[config.mk]
export PLATFORM = sky130hd
export DESIGN_NAME = wkm_lane
export DESIGN_NICKNAME = d
export VERILOG_FILES = /design/src/hw/rtl/wkm_pkg.sv /design/src/hw/rtl/wkm_lane.sv
export SDC_FILE = /design/constraint.sdc
export NUM_CORES = 2
export LEC_CHECK = 0
export BUFFER_PORTS_ARGS = -buffer_cell sky130_fd_sc_hd__buf_2
export CORE_MARGIN = 10
export CORE_UTILIZATION = 60
export CTS_CLUSTER_DIAMETER = 40
export DETAILED_ROUTE_END_ITERATION = 12
export HOLD_SLACK_MARGIN = 0.06
export PLACE_DENSITY = 0.88
export SYNTH_ARGS = -nofsm -noshare
export SYNTH_HDL_FRONTEND = slang
export SYNTH_SLANG_ARGS = --single-unit
[constraint.sdc]
create_clock -name clk_i -period 8.41 [get_ports clk_i]
set_input_delay 0.841 -clock clk_i [delete_from_list [all_inputs] [get_ports clk_i]]
set_output_delay 0.841 -clock clk_i [all_outputs]
set_load 0.01 [all_outputs]
[src/hw/rtl/wkm_pkg.sv]
// ----------------------------------------------------------------------------
// wkm_pkg
// shared constants, payload types and unit interfaces of the k-means core
// ----------------------------------------------------------------------------
package wkm_pkg;

  localparam int MaxSamples  = 256;
  localparam int MaxClusters = 8;
  localparam int Dims        = 4;
  localparam int FeatBits    = 16;

  localparam int SampleAw  = $clog2(MaxSamples);
  localparam int CountW    = SampleAw + 1;
  localparam int ClusterW  = $clog2(MaxClusters);
  localparam int KW        = ClusterW + 1;
  localparam int DimW      = $clog2(Dims + 1);
  localparam int DimIdxW   = (Dims > 1) ? $clog2(Dims) : 1;
  localparam int WeightW   = 12;
  localparam int DistW     = 2 * FeatBits + WeightW + $clog2(Dims) + 1;
  localparam int SumW      = FeatBits + SampleAw;
  localparam int ChgW      = $clog2(MaxClusters * Dims + 1);
  localparam int DivCntW   = $clog2(SumW);
  localparam int LaneLat   = 4;
  localparam int MergeLat  = ClusterW;
  localparam int PipeLat   = LaneLat + MergeLat;
  localparam int CfgIdxW   = 3;
  localparam int CfgDataW  = 12;

  localparam logic [WeightW-1:0] UnitWeight = WeightW'(256);

  typedef logic signed [FeatBits-1:0] feat_t;
  typedef feat_t [Dims-1:0]           vec_t;
  typedef logic [DistW-1:0]           dist_t;

  typedef enum logic [1:0] {
    CMD_CLEAR = 2'd0,
    CMD_LOAD  = 2'd1,
    CMD_RUN   = 2'd2,
    CMD_LABEL = 2'd3
  } cmd_e;

  typedef enum logic [1:0] {
    KIND_ACK    = 2'd0,
    KIND_RESULT = 2'd1,
    KIND_LABEL  = 2'd2,
    KIND_ERROR  = 2'd3
  } kind_e;

  typedef enum logic [CfgIdxW-1:0] {
    REG_CLUSTERS  = 3'd0,
    REG_MAX_EPOCH = 3'd1,
    REG_MIN_CHG   = 3'd2,
    REG_DIMS      = 3'd3,
    REG_WEIGHT0   = 3'd4,
    REG_WEIGHT1   = 3'd5
  } cfg_idx_e;

  typedef struct packed {
    logic [1:0]         command;
    logic [7:0]         sample_index;
    logic signed [15:0] feature_0;
    logic signed [15:0] feature_1;
    logic signed [15:0] feature_2;
    logic signed [15:0] feature_3;
  } in_t;

  typedef struct packed {
    logic [1:0]         kind;
    logic [2:0]         cluster_index;
    logic signed [15:0] centroid_0;
    logic signed [15:0] centroid_1;
    logic signed [15:0] centroid_2;
    logic signed [15:0] centroid_3;
    logic [8:0]         member_count;
    logic [7:0]         epochs_run;
    logic               last_result;
  } out_t;

  typedef struct packed {
    logic              start;
    logic [SumW-1:0]   num;
    logic [CountW-1:0] den;
  } div_req_t;

  typedef struct packed {
    logic            done;
    logic [SumW-1:0] quot;
  } div_rsp_t;

endpackage

[src/hw/rtl/wkm_lane.sv]
// ----------------------------------------------------------------------------
// wkm_lane
// weighted squared distance of one sample to one centroid, four stages
// ----------------------------------------------------------------------------
module wkm_lane (
  input  logic                         clk_i,
  input  wkm_pkg::vec_t                sample_i,
  input  wkm_pkg::vec_t                centroid_i,
  input  logic [wkm_pkg::Dims-1:0]     dim_en_i,
  input  logic [wkm_pkg::WeightW-1:0]  weight0_i,
  input  logic [wkm_pkg::WeightW-1:0]  weight1_i,
  output wkm_pkg::dist_t               dist_o
);
  import wkm_pkg::*;

  logic signed [FeatBits:0]            diff_q [Dims];
  logic [2*FeatBits-1:0]               sq_q   [Dims];
  logic [2*FeatBits+WeightW-1:0]       wsq_q  [Dims];
  logic [FeatBits-1:0]                 mag    [Dims];
  logic [WeightW-1:0]                  wt     [Dims];
  dist_t                               acc;

  always_comb begin
    for (int d = 0; d < Dims; d++) begin
      mag[d] = diff_q[d][FeatBits] ? FeatBits'(-diff_q[d]) : diff_q[d][FeatBits-1:0];
      if (!dim_en_i[d])  wt[d] = '0;
      else if (d == 0)   wt[d] = weight0_i;
      else if (d == 1)   wt[d] = weight1_i;
      else               wt[d] = UnitWeight;
    end
  end

  always_comb begin
    acc = '0;
    for (int d = 0; d < Dims; d++) begin
      acc = acc + DistW'(wsq_q[d]);
    end
  end

  always_ff @(posedge clk_i) begin
    for (int d = 0; d < Dims; d++) begin
      diff_q[d] <= (FeatBits+1)'(sample_i[d]) - (FeatBits+1)'(centroid_i[d]);
      sq_q[d]   <= mag[d] * mag[d];
      wsq_q[d]  <= wt[d] * sq_q[d];
    end
    dist_o <= acc;
  end

endmodule

# Word-level counts from Yosys, hierarchy flattened

Memories as Yosys holds them, arrays and structs flattened.
Index checks and enable logic that the tools add are counted.

Register bits after elaboration: 47
RAM bits: 372
Bits of input ports: 157
Output and inout port bits: 47
Memories kept: 3

Memories:

| name   | depth | width | rd ports | clocked after Yosys merged registers in | wr ports | line           | source |
|---|---|---|---|---|---|---|---|
| wsq_q  | 4     | 44    | 4        | 0                                       | 4        | wkm_lane.sv:18 | `logic [2*FeatBits+WeightW-1:0] wsq_q [Dims];` |
| sq_q   | 4     | 32    | 4        | 0                                       | 4        | wkm_lane.sv:17 | `logic [2*FeatBits-1:0] sq_q [Dims];` |
| diff_q | 4     | 17    | 4        | 0                                       | 4        | wkm_lane.sv:16 | `logic signed [FeatBits:0] diff_q [Dims];` |

Add/sub/neg operators: 11
Multipliers: 8
Muxes and demuxes: 8

Operator list:

| operator       | count |
|---|---|
| $mul 16x16->32 | 4 |
| $mul 12x32->44 | 2 |
| $mul 9x32->41  | 2 |
| $sub 16x16->17 | 4 |
| $mux 16        | 4 |
| $neg 16->16    | 4 |
| $add 46x44->47 | 1 |
| $add 45x44->46 | 1 |
| $add 44x44->45 | 1 |
| $mux 12        | 2 |
| $mux 9         | 2 |

# Longest topological paths before layout

An unclocked memory read counts as a cell.

Depth in word-level cells: 4
Mapped depth: 32

# Least setup slack after synthesis

OpenSTA, ideal clock, no wires.

Path kind: register to register
From: memory diff_q[2][0] in the netlist's numbering
To: memory sq_q[2][30] in the netlist's numbering
Setup time: 72 ps
Arrival: 7,490 ps
Required time: 8,338 ps
Path slack: 848 ps
Stages on the path, launching flop included: 29
Clock period less this slack: 7,562 ps
Cell sequence: dfxtp_1 > inv_1 > clkbuf_1 > ha_1 > inv_1 > o31a_1 > xnor2_1 > clkinv_1 > nand2_1 > fa_1 > fa_1 > inv_1 > fa_1 > fa_1 > fa_1 > inv_1 > fa_1 > inv_1 > ha_1 > clkbuf_1 > a21o_1 > a31o_2 > a221o_1 > o31ai_1 > a31oi_1 > a41oi_2 > o21ai_0 > a21oi_1 > xnor2_1

RTL lines:

| what        | line |
|---|---|
| from (decl) | wkm_lane.sv:16 |
| to (decl)   | wkm_lane.sv:17 |

==> reports/results.tsv <==
stage	metric	value	unit
global_route	grt_start_max_net_pins	116	
global_route	groute.usage.overall	0.277	
yosys	syn-cell-area	67700	um2
global_route	grt-ovfl-total	0	
final_layout	final.fill_count	8571	
detailed_routing	drt_pass1_iterations	7	
global_route	antenna_found_initial	15	
final_layout	area_grow_syn2layout	7.24	%
final_layout	layout-drive-gt1-share	0.0613	
placed_design	dp_hpwl	141000	um
final_layout	multi_input_gate_area	52900	um2
global_route	busiest_layer_in_global_routing	met2	
yosys	netlist-cell-type-count	90	
sta	fin_hold_ws	438	ps
global_route	grt_use_met1	0.350	
critical_path	critical_path.max_fanout	9	
critical_path	required	8960	ps
floorplan	initial_utilization	0.603	
sta	slew_viol_final	0	
clock_network	clock_sink_count	388	
critical_path	critPathKind	reg2reg	
clock_network	cts.path.max_buffers	3	
clock_network	cts.clk_slew.worst_paths	60	ps
sta	hold_viol_final	0	
sta	setup_violations	0	
yosys	postSynth.asyncResetShare	0	
yosys	number_of_instances_in_the_synthesized_netlist	7485	
detailed_routing	route.detailed.wl_per_inst	18.9	um
yosys	synth_commonest_cells	inv_1 (1,566), fa_1 (1,296), nand2_1 (882), ha_1 (691), nor2_1 (389)	
final_layout	flip_flop_and_latch_area	7770	um2
detailed_routing	postRouteAntennaNets	0	
sta	pin_slew_with_the_least_headroom_to_its_limit	985	ps
sta	fin_skew	52.1	ps
worst_hold_path	timing.hold.worst.class	reg2reg	
clock_network	cts_inserted_buffers	66	
final_layout	finalCoreUtilization	0.647	
clock_network	clock_latency	680	ps
clock_network	root_buffer	clkbuf_16	
detailed_routing	routed-via-count	52700	
sta	final.setup.tns	0	ps
global_route	grt_use_met2	0.459	
yosys	post-synth-top-count-cell	inv_1	
global_route	groute.layer.met3.usage	0.0643	
clock_network	cts_tree	yes	
placed_design	io_buffer_count	202	
placed_design	gp_congestion	0.969	
sta	timing.final.crit_share	0.953	
sta	slew-limit-headroom	0.339	
yosys	synth_sequential_area_ratio	0.115	
floorplan	die_height	356	um
detailed_routing	routed_wirelength	173000	um
yosys	syn_avg_cell_area	9.04	um2
critical_path	critical_path.startpoint_type	flop	
yosys	syn_nets	9629	
clock_network	cts-htree-levels	3	
critical_path	critPathCaptureType	flop	
sta	achievable-frequency	125	MHz
detailed_routing	drc	0	
detailed_routing	avgViaCountPerCell	5.77	
yosys	synth-edff-count	0	
critical_path	crit_arrival	8570	ps
flow_run	maxCapViolations	0	
floorplan	fp.dieArea	127000	um2
floorplan	placement_rows	123	
floorplan	die-width	356	um
yosys	synth_area_leaders	fa_1 (38%), ha_1 (13%), dfxtp_1 (11%)	
yosys	yosysTopAreaCell	fa_1	
yosys	yosysWarnings	0	
sta	final.min_clock_period	8020	ps
yosys	dominantRegCellSynth	dfxtp_1	
yosys	synth.ff_latch_count	388	
global_route	global_route_wire_length_before_repair	285000	um
floorplan	floorplan.core_area	112000	um2
detailed_routing	drt_iter0_markers	4554	
yosys	synth.top_cell.area_share	0.383	
status	run_status	finished clean	
global_route	via_count_of_the_first_global_routing_pass	57000	
final_layout	design.final.nets	9721	
floorplan	boundaryPins	204	
sta	grt_setup_unrepaired	false	
stage by stage:
| step | worst slack, ps | area, um2 | std cells |
|---|---|---|---|
| floorplan | 848 | 67700 | 7485 |
| global placement | 477 | 70200 | 9009 |
| detailed placement | 268 | 70200 | 9009 |
| CTS | 229 | 72500 | 9131 |
| global route | 21.3 | 72500 | 9138 |
| finish | 395 | 72600 | 9145 |
critical path: stages, from the launching register on:
cell and delay [ps]:
dfxtp_1 410, or3_1 490, or4_4 540, o31ai_1 340, xor2_2 430, inv_2 220, nand2_1 170, inv_1 70
fa_1 470, inv_1 60, fa_1 530, inv_1 50, fa_1 480, fa_1 510, fa_1 490, inv_1 50
fa_1 470, inv_1 40, ha_1 330, a21o_1 210, a21o_1 180, a21o_1 180, a21oi_1 270, o22ai_1 200
or3_1 370, a31oi_1 210, xnor2_1 130
kinds of logic after synthesis:
kind of cell,after synthesis,share of synthesized area
adders and majority gates,1987,0.511
AOI/OAI and AO/OA,869,0.0856
buffers and inverters,1867,0.104
xor gates and xnor gates,337,0.0448
and+or+nand+nor,2034,0.139
other,1,0.0000554
DFF,388,0.115
muxes,2,0.000296
worst paths after layout:
check	start	end	slack, ps	depth (start not counted)
max reg2reg	diff_q[0][0]	sq_q[0][27]	390	26
min	sq_q[2][30]	wsq_q[2][38]	440	1
min reg2reg	sq_q[2][30]	wsq_q[2][38]	440	1
max	diff_q[0][0]	sq_q[0][27]	390	26
metal layers:
| layer | up-vias | wire length, um |
|---|---|---|
| met4 | 2 | 7090 |
| met3 | 603 | 17100 |
| met1 | 26000 | 66200 |
| met2 | 2623 | 82300 |
| met5 | - | 13 |
| li1 | 23500 | - |
repair_timing:
action,in CTS,in global routing
hold buffers,0,0
setup endpoints to repair,0,7
buffers inserted,0,0
hold endpoints to repair,0,0
gates resized for setup,0,2
registers in the layout, summed over array words and instances, names as in the netlist:
signal  cells
diff_q     68
dist_o     46
sq_q      124
wsq_q     150
cell usage in the layout (no fill, tap or decap), types with 14 or more instances in the layout:
cell,n
a21oi_1,238
clkbuf_16,66
a31oi_1,26
nand2_1,882
buf_4,91
or3_1,21
and2_1,93
nand4_1,32
o21ai_1,15
clkinv_1,25
dfxtp_1,388
xor2_1,105
diode_2,14
inv_1,1566
o31ai_1,31
a21boi_0,18
fa_1,1296
nor3_1,73
o21bai_1,44
a211oi_1,22
o21a_1,46
buf_2,202
ha_1,691
nand3_1,83
nor2_1,389
o211ai_1,17
xnor2_1,224
and3_1,340
nor2b_1,37
a21o_1,158
o21ai_0,128
nand2b_1,27
cell type report:
cell class                      instances  area share
Clock buffer                           72      0.0236
Timing Repair Buffer                  293      0.0233
Clock inverter                         50     0.00826
Sequential cell                       388       0.107
Antenna cell                           14    0.000483
Multi-Input combinational cell       5230       0.729
Tap cell                             1500      0.0259
Inverter                             1598      0.0827
Power is not shown: default switching activity piles up to over one toggle a cycle in this logic, so the estimate is an artifact.
