--- src/hw/rtl/wkm_ram.sv ---
// ----------------------------------------------------------------------------
// wkm_ram
// generic single write port ram with registered read
// ----------------------------------------------------------------------------
module wkm_ram #(
  parameter int Width = 8,
  parameter int Depth = 16
) (
  input  logic                     clk_i,
  input  logic                     we_i,
  input  logic [$clog2(Depth)-1:0] waddr_i,
  input  logic [Width-1:0]         wdata_i,
  input  logic [$clog2(Depth)-1:0] raddr_i,
  output logic [Width-1:0]         rdata_o
);

  logic [Width-1:0] mem_q [Depth];

  always_ff @(posedge clk_i) begin
    if (we_i) begin
      mem_q[waddr_i] <= wdata_i;
    end
    rdata_o <= mem_q[raddr_i];
  end

endmodule

--- config.mk ---
export PLATFORM = sky130hd
export DESIGN_NAME = wkm_ram
export DESIGN_NICKNAME = d
export VERILOG_FILES = /design/src/hw/rtl/wkm_ram.sv
export SDC_FILE = /design/constraint.sdc
export NUM_CORES = 1
export LEC_CHECK = 0
export BUFFER_PORTS_ARGS = -buffer_cell sky130_fd_sc_hd__buf_2
export CAP_MARGIN = 20
export CORE_ASPECT_RATIO = 0.5
export CORE_MARGIN = 8
export CORE_UTILIZATION = 34
export DETAILED_ROUTE_END_ITERATION = 8
export GPL_TIMING_DRIVEN = 0
export SLEW_MARGIN = 20
export SYNTH_ARGS = -nofsm -noshare
export SYNTH_HDL_FRONTEND = slang
export SYNTH_SLANG_ARGS = --single-unit
--- constraint.sdc ---
create_clock -name clk_i -period 2.2 [get_ports clk_i]
set_input_delay 0.22 -clock clk_i [delete_from_list [all_inputs] [get_ports clk_i]]
set_output_delay 0.22 -clock clk_i [all_outputs]
set_load 0.01 [all_outputs]
# Word-level counts from Yosys, hierarchy flattened

Memories as Yosys holds them, arrays and structs flattened. A register that Yosys moved wholly into a read port is not among the register bits.
Index checks and enable logic that the tools add are counted.
W data, S select, Z words.

Register bits after elaboration: 0
RAM bits: 128
Input port bits: 18
Word-level logic and storage cells: 3
Memories: 1

Memories:

| memory | depth | bits a word | rd ports | clocked after memory_dff | write ports | line | source |
|---|---|---|---|---|---|---|---|
| mem_q  | 16    | 8           | 1        | 1                        | 1           | 17   | `logic [Width-1:0] mem_q [Depth];` |

Muxes and demuxes: 2

Operators by type and width:

| cell    | count |
|---|---|
| $mux W1 | 2 |

# Longest topological paths before layout

Gate-level depths: netlist of the first run.

Depth after elaboration: 2
Depth in mapped cells: 5
Gate-level depth less buffers: 3

# Worst setup path before layout of the first run

OpenSTA, ideal clock, no wires.

Path type: in2reg
Start: in waddr_i[2]
End: mem mem_q[0][0], enable pin
Setup time: 383 ps
Arrival: 1330 ps
Required time: 1817 ps
Setup slack: 487 ps
Cell stages on the path: 2
Buffers on the path: 0
Path through: or3b_2 -> nor3_1

RTL lines:

| element            | line | source |
|---|---|---|
| start: declaration | 11   | `input logic [$clog2(Depth)-1:0] waddr_i,` |
| end: declaration   | 17   |  |

Straight into the memory's write port.

==> results.cfg, run 1 <==
[timing]
fmax_ghz = 0.662
rsz0062_at_grt = no
worstMarginPinSlew_ns = 0.843
final.setup.tns_ns = 0
min_period_ns = 1.51
final-hold-violation-count = 0
clock_skew_ns = 0.00592
relSlewSlack = 0.436
finalSetupViolations = 0
fin_crit_sh = 0.687
slew_violations = 0

[critical_path]
crit_type = reg2reg
rr_worst_depth = 3
path_delay_family = multiplexers
start_kind = register
crit_cells = 3
cp_slowest_cell = mux4_1
worstPathArrival_ns = 1.79
path_cells = mux4_1 > a22oi_1 > nand2_1
path_max_fanout = 1
cp.required_ns = 2.48
max_stage_delay_ns = 0.55
r2r_start = mem_q[1][3]$_DFFE_PP_
setup.worst_path.start = mem_q[1][3]$_DFFE_PP_
worst-path-buf-inv = 0
critPathCaptureType = register

[power]
report.power.total_mw = 6.55
cellPowerDensity_mw_per_mm2 = 1050
ir_drop_uv = 583
p_leak_nw = 2.09

[routing]
via_count = 2423
wirelength_mm = 10.3
drc = 0
antenna_left = 0
viasPerCell = 5.01
drtIter0Drc = 173
drt_pass1_iterations = 4
avgRoutedWirePerCell_um = 21.3

[cts]
root_buffer = clkbuf_16
postCtsHoldBufs = 0
cts_setup_buffers = 0
cts_max_level = 4
clock-sinks = 136
cts_resized = 0
cts_max_path_buffers = 2
clk_pin_slew_ns = 0.06
clkLatencyLatePin_ns = 0.41
cts_tree = built
cts_buffers = 17

[global_route]
grt_usage = 0.113
grt-ovfl-total = 0
grt_pass1_vias = 2651
grt_max_degree = 17
grt_pass1_wl_mm = 15.9
antenna_found_initial = 0

[floorplan]
num_rows = 31
start_util = 0.352
dieArea_mm2 = 0.0196
core_area_mm2 = 0.0146
die_height_um = 103
die_w_um = 190
ios = 26

[yosys]
synth-seq-cells = 136
avgSynthCellArea_um2 = 22.5
yosysWarnings = 0
synth_cell_types = 19
syn-num-nets = 247
syn-instance-count = 229
yosysSeqAreaShare = 0.778
netlist_area_mm2 = 0.00515

[min_path]
hp-class = in2reg
timing.hold.worst.start = wdata_i[5]
hold_depth = 1

[placement]
hpwl_mm = 6.71
place_congestion = 0.743
port_buffers = 24

[final_layout]
final_cell_mix = edfxtp_1 (128), buf_2 (27), mux4_2 (18), clkbuf_16 (17), a22oi_1 (16)
layout-drive-gt1-share = 0.312
finalCoreUtilization = 0.427
nNetsFinal = 290
final_common_cell = edfxtp_1
fillerInstances = 1220
area_growth_pct = 21.4

[job]
cap_violations = 0

[run_status]
status = completed
[synthesized netlist by cell type]
library cell | number | area [µm²]
a22oi_1 | 16 | 120
nand2_1 | 9 | 33.8
mux4_1 | 14 | 368
buf_2 | 3 | 15.0
or3b_2 | 1 | 8.76
mux4_2 | 18 | 405
clkdlybuf4s25_2 | 3 | 30.0
buf_4 | 1 | 7.51
nand2b_1 | 2 | 12.5
nand3_1 | 1 | 5.00
and2_1 | 1 | 6.26
nor2_1 | 13 | 48.8
dfxtp_1 | 8 | 160
nor3_1 | 4 | 20.0
nand3b_1 | 2 | 15.0
buf_6 | 3 | 33.8
edfxtp_1 | 128 | 3840
and2b_1 | 1 | 7.51
nor2b_1 | 1 | 6.26
[worst paths after layout]
path,endpoint,slack (ns)
worst max-delay path,rdata_o[3]$_DFF_P_,0.69
worst max register to register,rdata_o[3]$_DFF_P_,0.69
worst min-delay path,mem_q[7][5]$_DFFE_PP_,0.21
worst min register to register,rdata_o[6]$_DFF_P_,0.68
[layer usage]
layer | share of wire | track usage | routed length [µm]
met2 | 0.52 | 0.192 | 5340
met5 | 0 | 0 | 0
met1 | 0.39 | 0.131 | 4010
met3 | 0.080 | 0.0395 | 820
met4 | 0.012 | 0.0466 | 120
[sequential cells by signal, indices dropped and copies added (netlist names)]
name	count
rdata_o	8
mem_q	128
[metrics by stage]
| step | std cells | hold slack, ns | area [µm²] | worst slack [ns] |
|---|---|---|---|---|
| finish | 484 | 0.208 | 6250 | 0.689 |
| CTS | 483 | 0.192 | 6250 | 0.667 |
| detailed placement | 451 | 0.616 | 5540 | 0.231 |
| floorplan | 229 | 0.319 | 5150 | 0.487 |
| global route | 483 | 0.202 | 6250 | 0.578 |
| global placement | 451 | 0.605 | 5520 | -0.0125 |
[logic make-up after synthesis]
group | count (synthesis) | share of synthesized area
AOI/OAI and AO/OA | 16 | 0.0233
and+or+nand+nor | 35 | 0.0318
buffers and inverters | 10 | 0.0168
DFF | 136 | 0.778
muxes | 32 | 0.150
[power by group]
part	internal (mW)	switching, mW	total (mW)
clock	2.33	1.03	3.36
combinational	0.115	0.168	0.283
sequential	2.90	0.0143	2.91
[area by class of cell]
class / count / area [µm²] / area share
plain buffers: 10 / 86.3 / 0.0138
multi-input cells: 83 / 1080 / 0.172
clock buffers: 20 / 467 / 0.0747
flip-flops and latches: 136 / 4000 / 0.641
diodes: 1 / 2.50 / 0.000400
repair buffers: 24 / 120 / 0.0192
clock inverters: 12 / 244 / 0.0390
well taps: 198 / 248 / 0.0396
Note: power is estimated with default switching activity, not from simulation.
==> inputs of run 2 (changes only) <==
Clock period 2.2 ns to 1.3 ns, I/O delays scaled along.
==> run 2 against run 1 <==
  * The run now ends with negative setup slack left
  * Die area did not move
  * Cell area down 1.9%
  * Final cell count is the same
  * Via count shrank 3.3%
  * Flip-flop and latch count stayed put
  * Global-route usage grew 0.12 points
  * Power is 53% higher
  * Core utilization decreased by 0.83 points
  * First-iteration DRC count increased by 38%
  * Clock-buffer cell count did not move
  * Critical endpoint is now rdata_o[2]$_DFF_P_
==> results.cfg, run 2 (synthesis results as in run 1) <==
[run_status]
status = finished, violations left
violations = negative setup slack

[critical_path]
r2r_start = mem_q[2][2]$_DFFE_PP_
cp_slowest_cell = mux4_2
crit_type = reg2reg
crit_cells = 3
path_delay_family = multiplexers
worstPathArrival_ns = 1.63
rr_worst_depth = 3
cp.required_ns = 1.59
r2r_end = rdata_o[2]$_DFF_P_
critPathCaptureType = register
path_cells = mux4_2 > a22oi_2 > nand2_1
setup.worst_path.start = mem_q[2][2]$_DFFE_PP_
worst-path-buf-inv = 0
setup.worst_path.end = rdata_o[2]$_DFF_P_
max_stage_delay_ns = 0.49
rrSetupSlack_ns = -0.04
start_kind = register
path_max_fanout = 1

[cts]
cts_buffers = 17
clock-sinks = 136
cts_tree = built
postCtsHoldBufs = 0
root_buffer = clkbuf_16
cts_max_path_buffers = 2
clkLatencyLatePin_ns = 0.40
clk_pin_slew_ns = 0.06
cts_setup_buffers = 0
cts_max_level = 4

[final_layout]
largest_reg_flops = 128
fillerInstances = 1240
final_cell_mix = edfxtp_1 (128), buf_2 (27), mux4_2 (27), clkbuf_16 (17), nor2_1 (10)
final_common_cell = edfxtp_1
nNetsFinal = 290
largest-register = mem_q
finish.instance_area_mm2 = 0.00613
layout-drive-gt1-share = 0.358
area_growth_pct = 19.0
reg_top3 = mem_q x128, rdata_o x8
finalCoreUtilization = 0.419

[floorplan]
dieArea_mm2 = 0.0196
die_w_um = 190
start_util = 0.352
num_rows = 31
ios = 26
die_height_um = 103
core_area_mm2 = 0.0146

[routing]
drtIter0Drc = 239
via_count = 2342
wirelength_mm = 10.5
drc = 0
drt_pass1_iterations = 4
antenna_left = 0
avgRoutedWirePerCell_um = 21.6
viasPerCell = 4.84

[power]
ir_drop_uv = 895
report.power.total_mw = 10.0
cellPowerDensity_mw_per_mm2 = 1640
p_leak_nw = 1.99

[timing]
whs_ns = 0.136
final-hold-violation-count = 0
clock_skew_ns = 0.00748
fin_crit_sh = 1.03
worstMarginPinSlew_ns = 0.819
rsz0062_at_grt = yes
slew_violations = 0
fmax_ghz = 0.744
min_period_ns = 1.34
relSlewSlack = 0.452
finalSetupViolations = 4
final.setup.worst_slack_ns = -0.0435

[placement]
hpwl_mm = 6.73
place_congestion = 0.734
postPlaceCellArea_mm2 = 0.00554
post-place-ws_ns = -0.494
port_buffers = 24

[global_route]
grt_pass1_vias = 2635
grt_pass1_wl_mm = 16.0
grt-ovfl-total = 0
grt_usage = 0.114
grt_max_degree = 17
antenna_found_initial = 0

[min_path]
hold_depth = 1
hp-class = in2reg

[job]
cap_violations = 0
run 2: cell types whose count changed in the layout (fill, tap and decap cells not counted), sizes merged:
cell	delta
clkinv	+5
bufinv	-4
clkinvlp	-1
run 2: how the worst min path moves through the flow:
stage / startpoint / end / slack (ns)
final: wdata_i[3] / mem_q[13][3]$_DFFE_PP_ / 0.14
after global routing: wdata_i[6] / mem_q[7][6]$_DFFE_PP_ / 0.13
after CTS: wdata_i[6] / mem_q[4][6]$_DFFE_PP_ / 0.12
after detailed placement: rdata_o[0]$_DFF_P_ / rdata_o[0] / 0.53
after global placement: wdata_i[6] / mem_q[6][6]$_DFFE_PP_ / 0.53
after floorplan: wdata_i[0] / mem_q[0][0]$_DFFE_PP_ / 0.23
run 2: power breakdown:
group	internal, mW	switching (mW)
Sequential	4.91	0.0262
Clock	2.97	1.64
Combinational	0.207	0.300
Total	8.08	1.96
run 2: worst reg2reg max path, delay by kind of cell, from the launching register on:
kind	cells	cell delay, ns
compound gates	1	0.27
flops	1	0.38
mux	1	0.49
simple gates	1	0.09
run 2: layer usage:
metal | global-route usage | vias up | share of wire
met3 | 0.0307 | 9 | 0.067
met5 | 0 | - | 0
met2 | 0.198 | 65 | 0.51
li1 | - | 1051 | -
met4 | 0.0507 | 0 | 0.011
met1 | 0.134 | 1217 | 0.41
run 2: layout make-up:
type	instances	area, µm²	share of cell area
timing repair buffer	24	120	0.0196
antenna	1	2.50	0.000408
sequential	136	4000	0.653
clock buffer	20	437	0.0713
multi-input combinational	83	1100	0.179
clock inverter	12	133	0.0216
buffer	10	86.3	0.0141
tap	198	248	0.0404
run 2: stage by stage:
step                      setup TNS (ns)  cells
after floorplan                    -2.94    229
after global placement            -36.15    451
after detailed placement          -41.09    451
after CTS                          -2.16    483
after global routing              -0.462    483
final                             -0.112    484
run 2: timing repair:
item | 4_1_cts | 5_1_grt
setup endpoints to repair | 39 | 40
endpoints found under the hold margin | 0 | 0
gates resized for setup | 14 | 7
pin swaps | 7 | 1
==> inputs of run 3 (changes only) <==
Settings changed: RECOVER_POWER from default to 25, REMOVE_ABC_BUFFERS from default to 1.
==> run 3 against run 2 <==
  * The run still ends with negative setup slack left
  * Combinational power shrank 8.1%
  * Largest cell class unchanged
  * Final cell count shrank 1.7%
  * Global-route usage shrank 0.38 points
  * Wire length shrank 3.7%
  * Sequential power is essentially flat
  * Power grew 3.6%
  * Clock power grew 8.7%
==> results.cfg, run 3 (synthesis results as in run 1) <==
[run_status]
status = finished, violations left
violations = negative setup slack

[critical_path]
r2r_start = mem_q[3][6]$_DFFE_PP_
critPathCaptureType = register
rrSetupSlack_ns = -0.07
setup.worst_path.start = mem_q[3][6]$_DFFE_PP_
cp_slowest_cell = mux4_2
start_kind = register
path_cells = mux4_2 > a22oi_1 > nand2_1
crit_type = reg2reg
path_max_fanout = 1
worstPathArrival_ns = 1.65
max_stage_delay_ns = 0.47
cp.required_ns = 1.58

[final_layout]
nNetsFinal = 283
final_common_cell = edfxtp_1
layout-drive-gt1-share = 0.335
largest_reg_flops = 128
finish.instance_area_mm2 = 0.00610
fin_cells = 476
num_antenna_cells = 0
multi_input_area_mm2 = 0.00109
finalCoreUtilization = 0.417
area_growth_pct = 18.6
seqCellArea_mm2 = 0.00400
final_cell_mix = edfxtp_1 (128), mux4_2 (26), clkbuf_16 (17), buf_2 (17), a22oi_1 (10)
reg_top3 = mem_q x128, rdata_o x8
largest-register = mem_q
fillerInstances = 1252

[job]
cap_violations = 0

[timing]
rsz0062_at_grt = yes
relSlewSlack = 0.431
min_period_ns = 1.37
worstMarginPinSlew_ns = 0.851
fmax_ghz = 0.731
final.setup.tns_ns = -0.272
fin_crit_sh = 1.05
slew_violations = 0
clock_skew_ns = 0.00459
whs_ns = 0.124
finalSetupViolations = 7
final-hold-violation-count = 0
final.setup.worst_slack_ns = -0.0671

[routing]
wirelength_mm = 10.1
antenna_left = 0
drtIter0Drc = 159
dr_wl_met3_um = 526
via_count = 2379
drt_pass1_iterations = 4
avgRoutedWirePerCell_um = 21.2
drc = 0
top_layer = met4
routed-wl-met2_mm = 5.07
m1WireLength_mm = 4.41
viasPerCell = 5.00

[floorplan]
start_util = 0.352
num_rows = 31
ios = 26
die_w_um = 190
core_area_mm2 = 0.0146
dieArea_mm2 = 0.0196
die_height_um = 103

[power]
switching_share = 0.202
p_int_mw = 8.30
comb_power_share = 0.045
switchingPower_mw = 2.10
report.power.total_mw = 10.4
seqPwrFrac = 0.474
clkPwrFrac = 0.482
p_leak_nw = 1.96
ir_drop_uv = 827
cellPowerDensity_mw_per_mm2 = 1700

[global_route]
grt-ovfl-total = 0
grt_pass1_vias = 2534
grt_pass1_wl_mm = 15.4
grt_usage = 0.110
antenna_found_initial = 0
grt_max_degree = 33

[cts]
cts_max_path_buffers = 2
cts_buffers = 17
cts_setup_buffers = 0
cts_max_level = 4
clkLatencyLatePin_ns = 0.40
clk_pin_slew_ns = 0.06
root_buffer = clkbuf_16
cts_tree = built
postCtsHoldBufs = 0
clock-sinks = 136

[min_path]
hp-class = in2reg
timing.hold.worst.start = wdata_i[6]

[placement]
postPlaceCellArea_mm2 = 0.00547
post-place-ws_ns = -0.987
hpwl_mm = 6.18
port_buffers = 25
place_inst = 444
place_congestion = 0.682
==> run 3: cell types whose count changed in the layout (fill, tap and decap cells not counted), moves of 3 or more <==
cell	change
buf_2	-10
clkbuf_1	+4
clkdlybuf4s25_2	-3
inv_6	+4
nor2_1	-3
nor2_2	+3
==> run 3: layer usage <==
layer / up-vias / global-route usage
met2: 64 / 0.187
met4: 0 / 0.0412
met1: 1269 / 0.134
met3: 4 / 0.0324
li1: 1042 / -
met5: - / 0
==> run 3: final cells by class <==
type,instances,area share
clock buffers,17,0.0697
clock inverters,15,0.0322
multi-input cells,83,0.179
flip-flops and latches,136,0.656
well taps,198,0.0406
repair buffers,27,0.0226
==> run 3: final timing paths <==
path / endpoint / cells past startpoint
worst max-delay path: rdata_o[6]$_DFF_P_ / 3
worst min-delay path: mem_q[14][6]$_DFFE_PP_ / 1
worst max register to register: rdata_o[6]$_DFF_P_ / 3
worst min register to register: rdata_o[4]$_DFF_P_ / 3
==> run 3: what timing repair did <==
item | in CTS | in global routing
pin swaps | 5 | 4
hold endpoints to repair | 0 | 0
endpoints found under the setup margin | 32 | 24
resized for setup | 16 | 6
==> run 3: critical path: cells and delay by family (launching register included) <==
| family | cells | cell delay (ns) |
|---|---|---|
| flops | 1 | 0.36 |
| simple gates | 1 | 0.10 |
| mux | 1 | 0.47 |
| compound gates | 1 | 0.32 |
==> run 3: power groups by stage <==
stage                     clock (mW)  sequential, mW  combinational [mW]
after floorplan                    0            5.03               0.196
after detailed placement           0            5.02               0.452
after CTS                       5.07            4.93               0.473
after global placement             0            5.01               0.432
after global routing            5.26            4.94               0.510
final                           5.01            4.93               0.466
