==> src/hw/rtl/wkm_pkg.sv <==
// ----------------------------------------------------------------------------
// wkm_pkg
// shared constants, payload types and unit interfaces of the k-means core
// ----------------------------------------------------------------------------
package wkm_pkg;

  localparam int MaxSamples  = 256;
  localparam int MaxClusters = 8;
  localparam int Dims        = 4;
  localparam int FeatBits    = 16;

  localparam int SampleAw  = $clog2(MaxSamples);
  localparam int CountW    = SampleAw + 1;
  localparam int ClusterW  = $clog2(MaxClusters);
  localparam int KW        = ClusterW + 1;
  localparam int DimW      = $clog2(Dims + 1);
  localparam int DimIdxW   = (Dims > 1) ? $clog2(Dims) : 1;
  localparam int WeightW   = 12;
  localparam int DistW     = 2 * FeatBits + WeightW + $clog2(Dims) + 1;
  localparam int SumW      = FeatBits + SampleAw;
  localparam int ChgW      = $clog2(MaxClusters * Dims + 1);
  localparam int DivCntW   = $clog2(SumW);
  localparam int LaneLat   = 4;
  localparam int MergeLat  = ClusterW;
  localparam int PipeLat   = LaneLat + MergeLat;
  localparam int CfgIdxW   = 3;
  localparam int CfgDataW  = 12;

  localparam logic [WeightW-1:0] UnitWeight = WeightW'(256);

  typedef logic signed [FeatBits-1:0] feat_t;
  typedef feat_t [Dims-1:0]           vec_t;
  typedef logic [DistW-1:0]           dist_t;

  typedef enum logic [1:0] {
    CMD_CLEAR = 2'd0,
    CMD_LOAD  = 2'd1,
    CMD_RUN   = 2'd2,
    CMD_LABEL = 2'd3
  } cmd_e;

  typedef enum logic [1:0] {
    KIND_ACK    = 2'd0,
    KIND_RESULT = 2'd1,
    KIND_LABEL  = 2'd2,
    KIND_ERROR  = 2'd3
  } kind_e;

  typedef enum logic [CfgIdxW-1:0] {
    REG_CLUSTERS  = 3'd0,
    REG_MAX_EPOCH = 3'd1,
    REG_MIN_CHG   = 3'd2,
    REG_DIMS      = 3'd3,
    REG_WEIGHT0   = 3'd4,
    REG_WEIGHT1   = 3'd5
  } cfg_idx_e;

  typedef struct packed {
    logic [1:0]         command;
    logic [7:0]         sample_index;
    logic signed [15:0] feature_0;
    logic signed [15:0] feature_1;
    logic signed [15:0] feature_2;
    logic signed [15:0] feature_3;
  } in_t;

  typedef struct packed {
    logic [1:0]         kind;
    logic [2:0]         cluster_index;
    logic signed [15:0] centroid_0;
    logic signed [15:0] centroid_1;
    logic signed [15:0] centroid_2;
    logic signed [15:0] centroid_3;
    logic [8:0]         member_count;
    logic [7:0]         epochs_run;
    logic               last_result;
  } out_t;

  typedef struct packed {
    logic              start;
    logic [SumW-1:0]   num;
    logic [CountW-1:0] den;
  } div_req_t;

  typedef struct packed {
    logic            done;
    logic [SumW-1:0] quot;
  } div_rsp_t;

endpackage

==> src/hw/rtl/wkm_div.sv <==
// ----------------------------------------------------------------------------
// wkm_div
// unsigned restoring divider, one quotient bit per cycle
// ----------------------------------------------------------------------------
module wkm_div (
  input  logic              clk_i,
  input  logic              rst_ni,
  input  wkm_pkg::div_req_t req_i,
  output wkm_pkg::div_rsp_t rsp_o
);
  import wkm_pkg::*;

  logic                busy_q, done_q;
  logic [DivCntW-1:0]  cnt_q;
  logic [SumW-1:0]     q_q;
  logic [CountW-1:0]   rem_q, den_q;
  logic [CountW:0]     rem_sh, rem_nxt;
  logic                ge;

  assign rem_sh  = {rem_q, q_q[SumW-1]};
  assign ge      = rem_sh >= {1'b0, den_q};
  assign rem_nxt = ge ? rem_sh - {1'b0, den_q} : rem_sh;

  always_ff @(posedge clk_i or negedge rst_ni) begin
    if (!rst_ni) begin
      busy_q <= 1'b0;
      done_q <= 1'b0;
      cnt_q  <= '0;
      q_q    <= '0;
      rem_q  <= '0;
      den_q  <= '0;
    end else begin
      done_q <= 1'b0;
      if (req_i.start) begin
        busy_q <= 1'b1;
        q_q    <= req_i.num;
        rem_q  <= '0;
        den_q  <= req_i.den;
        cnt_q  <= DivCntW'(SumW - 1);
      end else if (busy_q) begin
        rem_q <= rem_nxt[CountW-1:0];
        q_q   <= {q_q[SumW-2:0], ge};
        if (cnt_q == '0) begin
          busy_q <= 1'b0;
          done_q <= 1'b1;
        end else begin
          cnt_q <= cnt_q - 1'b1;
        end
      end
    end
  end

  assign rsp_o.done = done_q;
  assign rsp_o.quot = q_q;

  // a new division never starts on top of one in flight
  assert property (@(posedge clk_i) disable iff (!rst_ni) req_i.start |-> !busy_q)
    else $error("divider restarted while busy");
  // done only at the end of a running division
  assert property (@(posedge clk_i) disable iff (!rst_ni) $rose(done_q) |-> $past(busy_q))
    else $error("divider done without a division");
  // zero divisor is never requested
  assert property (@(posedge clk_i) disable iff (!rst_ni) req_i.start |-> req_i.den != '0)
    else $error("divider started with zero divisor");

endmodule

==> config.mk <==
export PLATFORM = sky130hd
export DESIGN_NAME = wkm_div
export DESIGN_NICKNAME = d
export VERILOG_FILES = /design/src/hw/rtl/wkm_pkg.sv /design/src/hw/rtl/wkm_div.sv
export SDC_FILE = /design/constraint.sdc
export NUM_CORES = 1
export LEC_CHECK = 0
export BUFFER_PORTS_ARGS = -buffer_cell sky130_fd_sc_hd__buf_2
export CORE_ASPECT_RATIO = 0.8
export CORE_MARGIN = 2
export CORE_UTILIZATION = 40
export DETAILED_ROUTE_END_ITERATION = 16
export GPL_ROUTABILITY_DRIVEN = 0
export GPL_TIMING_DRIVEN = 0
export PLACE_DENSITY = 0.71
export SETUP_SLACK_MARGIN = 0.05
export SYNTH_ARGS = -nofsm -noshare
export SYNTH_HDL_FRONTEND = slang
export SYNTH_SLANG_ARGS = --single-unit
==> constraint.sdc <==
create_clock -name clk_i -period 2.1 [get_ports clk_i]
set_input_delay 0 -clock clk_i [delete_from_list [all_inputs] [get_ports clk_i]]
set_output_delay 0 -clock clk_i [all_outputs]
set_load 0.01 [all_outputs]
Yosys cells after proc, flatten, opt, wreduce, memory -nomap -nowiden
Index checks and enable logic that the tools add are counted.
Operators by class
  eq/ne operators: 1
  muxes and demuxes: 14
  reductions and logical operators: 3
  add/subtract/negate cells: 2
  order comparisons: 1
Operator list (count)
  $mux 24: 2
  $mux 9: 3
  $mux 5: 3
  $ge 10x9->1: 1
  $sub 9x9->9: 1
  $mux 1: 6
  $logic_not 5->1: 1
  $sub 5x1->5 const B: 1
  $ne 2x2->1 const B: 1
  $reduce_and 2->1: 1
  $reduce_bool 2->1: 1
Storage, ports and cells
  bits in registers: 49
  logic and storage cells: 27
  input bits: 36
  output and inout port bits: 25

Depth between registers and ports, before layout
Gate-level depths: netlist of run 1.
  word-level depth: 4
  gate-level depth with buffers: 9
  gate-level depth less buffers: 8

Worst setup path before layout of run 1
Ideal clock, no wire load.
  kind: reg2reg
  start: register q_q[23]
  end: register rem_q[1]
  clock period less this slack: 2.143 ns
  stages on the path, launching flop included: 10
  path buffers: 1
  setup time: 0.099 ns
  data required time: 2.001 ns
  path slack: -0.043 ns
  arrival: 2.044 ns
  cells stage by stage: dfrtp_1 > inv_1 > ha_1 > fa_1 > nand2b_1 > a21boi_2 > o31ai_2 > buf_4 > a21o_2 > a311oi_1
Between the ends
  cells in the longest elaborated chain, start to end: 4
  elaborated cells on any way between the ends: 5
  those cells by class: add/sub (1); order compare (1); mux (3)
Ends and longest elaborated chain
  start, declared: RTL line wkm_div.sv:15  | logic [SumW-1:0] q_q;
  start signal, assigned: RTL line wkm_div.sv:36  | q_q <= req_i.num;
  start signal, assigned: RTL line wkm_div.sv:42  | q_q <= {q_q[SumW-2:0], ge};
  $sub 9x9->9 / $ge 10x9->1 (equally long branches): RTL line wkm_div.sv:22, wkm_div.sv:21
  $mux 9 (*): RTL line wkm_div.sv:22  | assign rem_nxt = ge ? rem_sh - {1'b0, den_q} : rem_sh;
  $mux 9 (*): RTL line wkm_div.sv:40  | end else if (busy_q) begin
  $mux 9 (*): RTL line wkm_div.sv:34  | if (req_i.start) begin
  end signal, assigned: RTL line wkm_div.sv:41  | rem_q <= rem_nxt[CountW-1:0];
  end, declared: RTL line wkm_div.sv:16  | logic [CountW-1:0] rem_q, den_q;
Every way passes the cells marked *; elsewhere a longest branch is shown, timed or not. The select of a mux whose other input is x is not followed.
A chain may end at the register's enable or synchronous reset.

Worst setup path after layout of run 1
Ends and elaborated chain as after synthesis.

==> metrics.txt, run 1 <==
Worst-Margin Slew ~1.1 ns; Worst slew margin 0.267; I/O pin count roughly 60; commonest cells in the netlist dfrtp_1, nand2_1, o21ai_0; Core Box Area between 0.006 and 0.007 mm2; Hold WS approximately 0.29 ns; Core Util, Final 0.572; Int Pwr around 2.1 mW; Overall Global Routing Usage 0.197; register area share after synthesis 0.443; CTS sink count just under 50; cell with the most instances after synthesis dfrtp_1; Final Hold Vio Count 0; first-pass GRT wire length roughly 12,000 um; DR vias/cell roughly 5.3; final setup fails 2; EDFF count, synth 0; R2R cell count 9; main area contributors after synthesis dfrtp_1, mux2i_1, o21ai_0; kind of critical path reg2reg; Max-cap violations 0; die width about 97 um; sw power 1.28 mW; CTS root buf clkbuf_8; die area between 0.007 and 0.008 mm2; FILL cells between 500 and 600; Post-Layout Cell Count between 400 and 500; post-synth top area cell dfrtp_1; maximum clock rate 467 MHz; initial antenna violation count 0; Synth Flop Type dfrtp_1; Post-synth ARST share 1.00; H-tree depth 2; Yosys top cell area share 0.443; failing checks setup timing; worst hold path type in2reg; share of layout cells above drive strength 1 0.298; Synth Cell Area approximately 0.0028 mm2; final net count ~450; total power around 3.4 mW; Synthesized Nets approximately 340; Peak supply drop around 0.35 mV; diodes inserted 0; Slew Limit Fails 0; Lkg Pwr ~1.9 nW; routed vias ~2,600; clock skew 0.0120 ns; initial core utilization 0.407; drt pass-1 iters 4; # port buffers 59; Synthesis Warnings 0; status finished with violations; number of DRC markers in iteration 0 between 200 and 250; DRT antenna net count 0; Tmin final approximately 2.1 ns; post-synthesis register bit count between 40 and 50; FP Rows 27; Startpoint Class flip-flop; Clock Path Buffers 2; Final Cycle Share 1.02; switching share of power 0.381; final setup margin -0.0411 ns; Critical-path top delay cell dfrtp_1; Reg clk slew, reported paths roughly 0.1 ns; grt ovf 0; # DRC 0; Critical Path AT 2.36 ns; TritonCTS clock tree done; PD cells around 870 mW/mm2; post-synthesis cell type count 51; Critical Path Max Stage Delay between 0.3 and 0.4 ns; vias in the first global route about 2,500; P&R area growth vs syn 40.3%; CP Capture Type flip-flop; DRT Wirelength roughly 7600 um; chip height around 80 um; Critical Path RT 2.32 ns; largest net degree at the start of global routing 50; post-DR wirelength/cell ~16 um; DP HPWL approximately 4700 um; RSZ-0062 raised after global routing yes; Comb power frac 0.470; DP Cell Count about 430; cell count after synthesis 288; clk_lat worst skew ~0.32 ns; synthesized area per cell around 9.6 um2; crit-path max FO 5; sequential share of power 0.354; Hold Path Stages 4; clock power share 0.176; critical path cell sequence inv_1 > ha_2 > fa_2 > nand2b_4 > a21boi_4 > o31ai_4 > buf_6 > a21o_2 > a311oi_2; CTS Buf Count 5
path summary, 6_finish.rpt:
kind / from / end / slack, ns
hold reg to reg: den_q[7] / den_q[7] / 0.54
setup reg to reg: q_q[23] / rem_q[1] / -0.04
min in group asynchronous: rst_ni / q_q[11] / 0.42
hold / removal: req_i[33] / rem_q[8] / 0.29
max in group asynchronous: rst_ni / den_q[0] / 0.99
setup / recovery: q_q[23] / rem_q[1] / -0.04
routing by layer:
layer / global-route usage / routed length, um / up-vias / share of wire
met5: 0 / 0 / - / 0
li1: - / - / 1238 / -
met3: 0.0365 / 348 / 14 / 0.046
met1: 0.268 / 3490 / 1264 / 0.46
met2: 0.318 / 3660 / 76 / 0.48
met4: 0.0704 / 137 / 0 / 0.018
metrics by stage:
| stage | area, um2 | setup TNS [ns] | worst slack (ns) |
|---|---|---|---|
| final | 3880 | -0.0451 | -0.0411 |
| after global routing | 3880 | -0.595 | -0.0947 |
| after CTS | 3720 | 0 | 0.00411 |
| after detailed placement | 3180 | -0.949 | -0.224 |
| after global placement | 3180 | -0.795 | -0.218 |
| after floorplan | 2780 | 0 | 0.0437 |
critical path: cells and delay by family, from the launching register on:
kind                     cells  cell delay [ns]
AO/OA/AOI/OAI                4             0.72
adder cells (fa/ha/maj)      2             0.54
flip-flops                   1             0.39
buffers and inverters        2             0.21
AND/OR/NAND/NOR              1             0.17
cells by family after synthesis:
kind of cell    Yosys count  share of synthesized area
compound gates           77                      0.192
xor+xnor                  6                     0.0190
fa+ha+maj                12                     0.0570
buf+inv                  34                     0.0552
flops                    49                      0.443
mux                      26                     0.0945
simple gates             84                      0.139
layout by cell type, fill, tap and decap left out, types with 3 or more instances in the layout:
cell type,count
buf_2,61
dfrtp_1,49
nand2_1,38
dlygate4sd3_1,34
o21ai_0,31
mux2i_1,25
nor2_1,20
inv_1,15
clkbuf_1,12
buf_4,11
a21oi_1,6
ha_4,6
nand3_2,5
xnor2_1,5
clkbuf_8,5
nand3_1,4
a31oi_1,4
a311oi_2,4
ha_1,4
nand2b_1,3
buf_6,3
o21ai_1,3
power by group through the flow:
stage               combinational [mW]  sequential, mW  clock, mW
CTS                               1.34            1.17      0.598
detailed placement                1.15            1.19          0
global route                      1.72            1.21      0.642
finish                            1.58            1.19      0.593
floorplan                        0.858            1.18          0
global placement                  1.13            1.18          0
timing repair:
action,CTS,global route
hold buffers,34,0
gates cloned,1,1
pin swaps,6,12
setup buffers,4,4
setup endpoints to repair,10,10
hold endpoints to repair,82,0
resized for setup,15,24
registers in the layout (all words and copies together), names as in the netlist:
register  count
q_q          24
den_q         9
rem_q         9
cnt_q         5
busy_q        1
done_q        1
layout make-up:
type | count | area, um2 | share of cell area
clock buffers | 5 | 68.8 | 0.0177
plain buffers | 18 | 96.3 | 0.0248
inverters | 16 | 60.1 | 0.0155
clock inverters | 3 | 21.3 | 0.00548
multi-input cells | 205 | 1590 | 0.410
repair buffers | 103 | 711 | 0.183
well taps | 87 | 109 | 0.0280
flip-flops and latches | 49 | 1230 | 0.316
(Power assumes the default switching activity.)
==> run 2: changes to the inputs <==
--- a/config.mk
+++ b/config.mk
@@ -6,13 +6,15 @@
 export NUM_CORES = 1
 export LEC_CHECK = 0
 export BUFFER_PORTS_ARGS = -buffer_cell sky130_fd_sc_hd__buf_2
+export CELL_PAD_IN_SITES_DETAIL_PLACEMENT = 0
+export CELL_PAD_IN_SITES_GLOBAL_PLACEMENT = 1
 export CORE_ASPECT_RATIO = 0.8
 export CORE_MARGIN = 2
-export CORE_UTILIZATION = 40
+export CORE_UTILIZATION = 37
 export DETAILED_ROUTE_END_ITERATION = 16
 export GPL_ROUTABILITY_DRIVEN = 0
 export GPL_TIMING_DRIVEN = 0
-export PLACE_DENSITY = 0.71
+export PLACE_DENSITY = 0.83
 export SETUP_SLACK_MARGIN = 0.05
 export SYNTH_ARGS = -nofsm -noshare
 export SYNTH_HDL_FRONTEND = slang
==> constraint.sdc (replaced) <==
create_clock -name clk_i -period 1.95 [get_ports clk_i]
set_input_delay 0 -clock clk_i [delete_from_list [all_inputs] [get_ports clk_i]]
set_output_delay 0 -clock clk_i [all_outputs]
set_load 0.01 [all_outputs]
==> run 2 against run 1 <==
Compared with the run above: critical path type unchanged; cell count is 1.6% higher; sequential share of layout area is 0.41 points lower; cell area is 1.3% higher; largest power group unchanged; the flow still finishes with violations (setup timing).
==> metrics.txt, run 2 (synthesis gave the netlist of run 1 again) <==
failing checks setup timing; critical path cell sequence inv_1 > ha_2 > fa_2 > nand2b_4 > a21boi_2 > o31ai_2 > buf_4 > a21o_2 > a311oi_2; H-tree depth 2; TritonCTS clock tree done; die area roughly 0.0082 mm2; Hold Path Sink rem_q[8]; Final Hold Vio Count 0; PD cells slightly above 900 mW/mm2; status finished with violations; R2R cell count 9; max FFs per register 24; FP Rows 28; Area after DPL approximately 0.0032 mm2; Critical Path Max Stage Delay ~0.38 ns; first-pass GRT wire length approximately 11,000 um; CP Capture Type flip-flop; Hold WS about 0.33 ns; vias in the first global route between 2,000 and 2,500; post-DR wirelength/cell around 15 um; initial antenna violation count 0; grt ovf 0; clk_lat worst skew 0.30 ns; Lkg Pwr just under 2 nW; Max-cap violations 0; most frequent cells in the layout buf_2, dfrtp_1, nand2_1, dlygate4sd3_1, o21ai_0; Core Box Area between 0.007 and 0.008 mm2; DRT antenna net count 0; CP startpoint q_q[23]; Peak supply drop about 0.43 mV; total power 3.67 mW; Critical Path AT roughly 2.3 ns; hold path start req_i[33]; worst r2r src q_q[23]; # port buffers 59; Buf+Inv Stages, Crit Path 2; Hold Path Stages 4; Overall Global Routing Usage 0.178; CTS Buf Count 5; DRT Wirelength between 7000 and 8000 um; cell family with the largest share of critical-path delay compound AO/OA/AOI/OAI gates; CTS sink count 49; Worst slew margin 0.279; Clock Path Buffers 2; DP HPWL approximately 4900 um; # DRC 0; die width ~100 um; Tmin final about 2.1 ns; chip height just over 80 um; Worst R2R Setup Slack -0.13 ns; Critical Path RT about 2.2 ns; CTS root buf clkbuf_8; P&R area growth vs syn 42.2%; Final Cycle Share 1.07; number of DRC markers in iteration 0 129; crit-path max FO 5; drt pass-1 iters 4; post-route cell area 0.00393 mm2; top flop regs q_q: 24 flops, den_q: 9 flops, rem_q: 9 flops; final setup margin -0.133 ns; capture point of the worst reg-to-reg path rem_q[1]; maximum clock rate just under 500 MHz; Post-Layout Cell Count slightly below 500; worst hold path type in2reg; Slew Limit Fails 0; commonest non-fill, non-tap cell in the layout buf_2; final setup fails 10; clock skew ~0.0090 ns; routed vias around 2,500; Core Util, Final 0.537; largest net degree at the start of global routing 50; Critical-path top delay cell dfrtp_1; I/O pin count between 60 and 70; pre-CTS setup slack -0.347 ns; final net count 451; DP Cell Count about 440; kind of critical path reg2reg; DR vias/cell 5.12; Largest Register q_q; Worst-Margin Slew 1.08 ns; Startpoint Class flip-flop; RSZ-0062 raised after global routing yes; Reg clk slew, reported paths 0.09 ns; initial core utilization 0.378; share of layout cells above drive strength 1 0.312; total negative slack -0.940 ns; diodes inserted 0
[run 2: power by group]
part,internal [mW],switching (mW),total [mW],leakage [nW]
combinational,0.922,0.891,1.81,1.30
clock,0.250,0.336,0.585,0.0450
sequential,1.15,0.124,1.27,0.596
[run 2: worst reg2reg max path, delay by kind of cell (launching register included)]
| kind | cells | cell delay (ns) |
|---|---|---|
| AOI/OAI and AO/OA | 4 | 0.67 |
| adders and majority gates | 2 | 0.53 |
| buffers and inverters | 2 | 0.23 |
| DFF | 1 | 0.38 |
| and+or+nand+nor | 1 | 0.17 |
[run 2: worst max path at each step]
stage / slack (ns) / endpoint / depth (start not counted)
6_report: -0.13 / rem_q[1] / 9
5_1_grt: -0.22 / rem_q[0] / 9
4_1_cts: -0.13 / rem_q[1] / 9
3_5_place_dp: -0.35 / rem_q[3] / 8
3_3_place_gp: -0.24 / rem_q[3] / 8
2_1_floorplan: -0.11 / rem_q[1] / 9
[run 2: layout make-up]
cell class	instances	area [um2]
Tap cell	90	113
Sequential cell	49	1230
Clock buffer	6	72.6
Multi-Input combinational cell	205	1600
Timing Repair Buffer	108	763
Buffer	18	92.6
Fill cell	660	3390
Inverter	16	60.1
Clock inverter	2	10.0
[run 2: metal layers]
metal	share of wire	GRT usage	vias to the layer above	routed length, um
met3	0.045	0.0379	2	330
met2	0.45	0.265	61	3320
met4	0.0024	0.0151	0	18
li1	-	-	1256	-
met1	0.50	0.273	1208	3710
met5	0	0	-	0
[run 2: timing repair]
item | CTS | global route
endpoints found under the setup margin | 10 | 10
hold buffers | 34 | 0
gates cloned | 2 | 0
endpoints found under the hold margin | 82 | 0
buffers inserted | 10 | 3
pin swaps | 17 | 11
gates resized for setup | 23 | 16
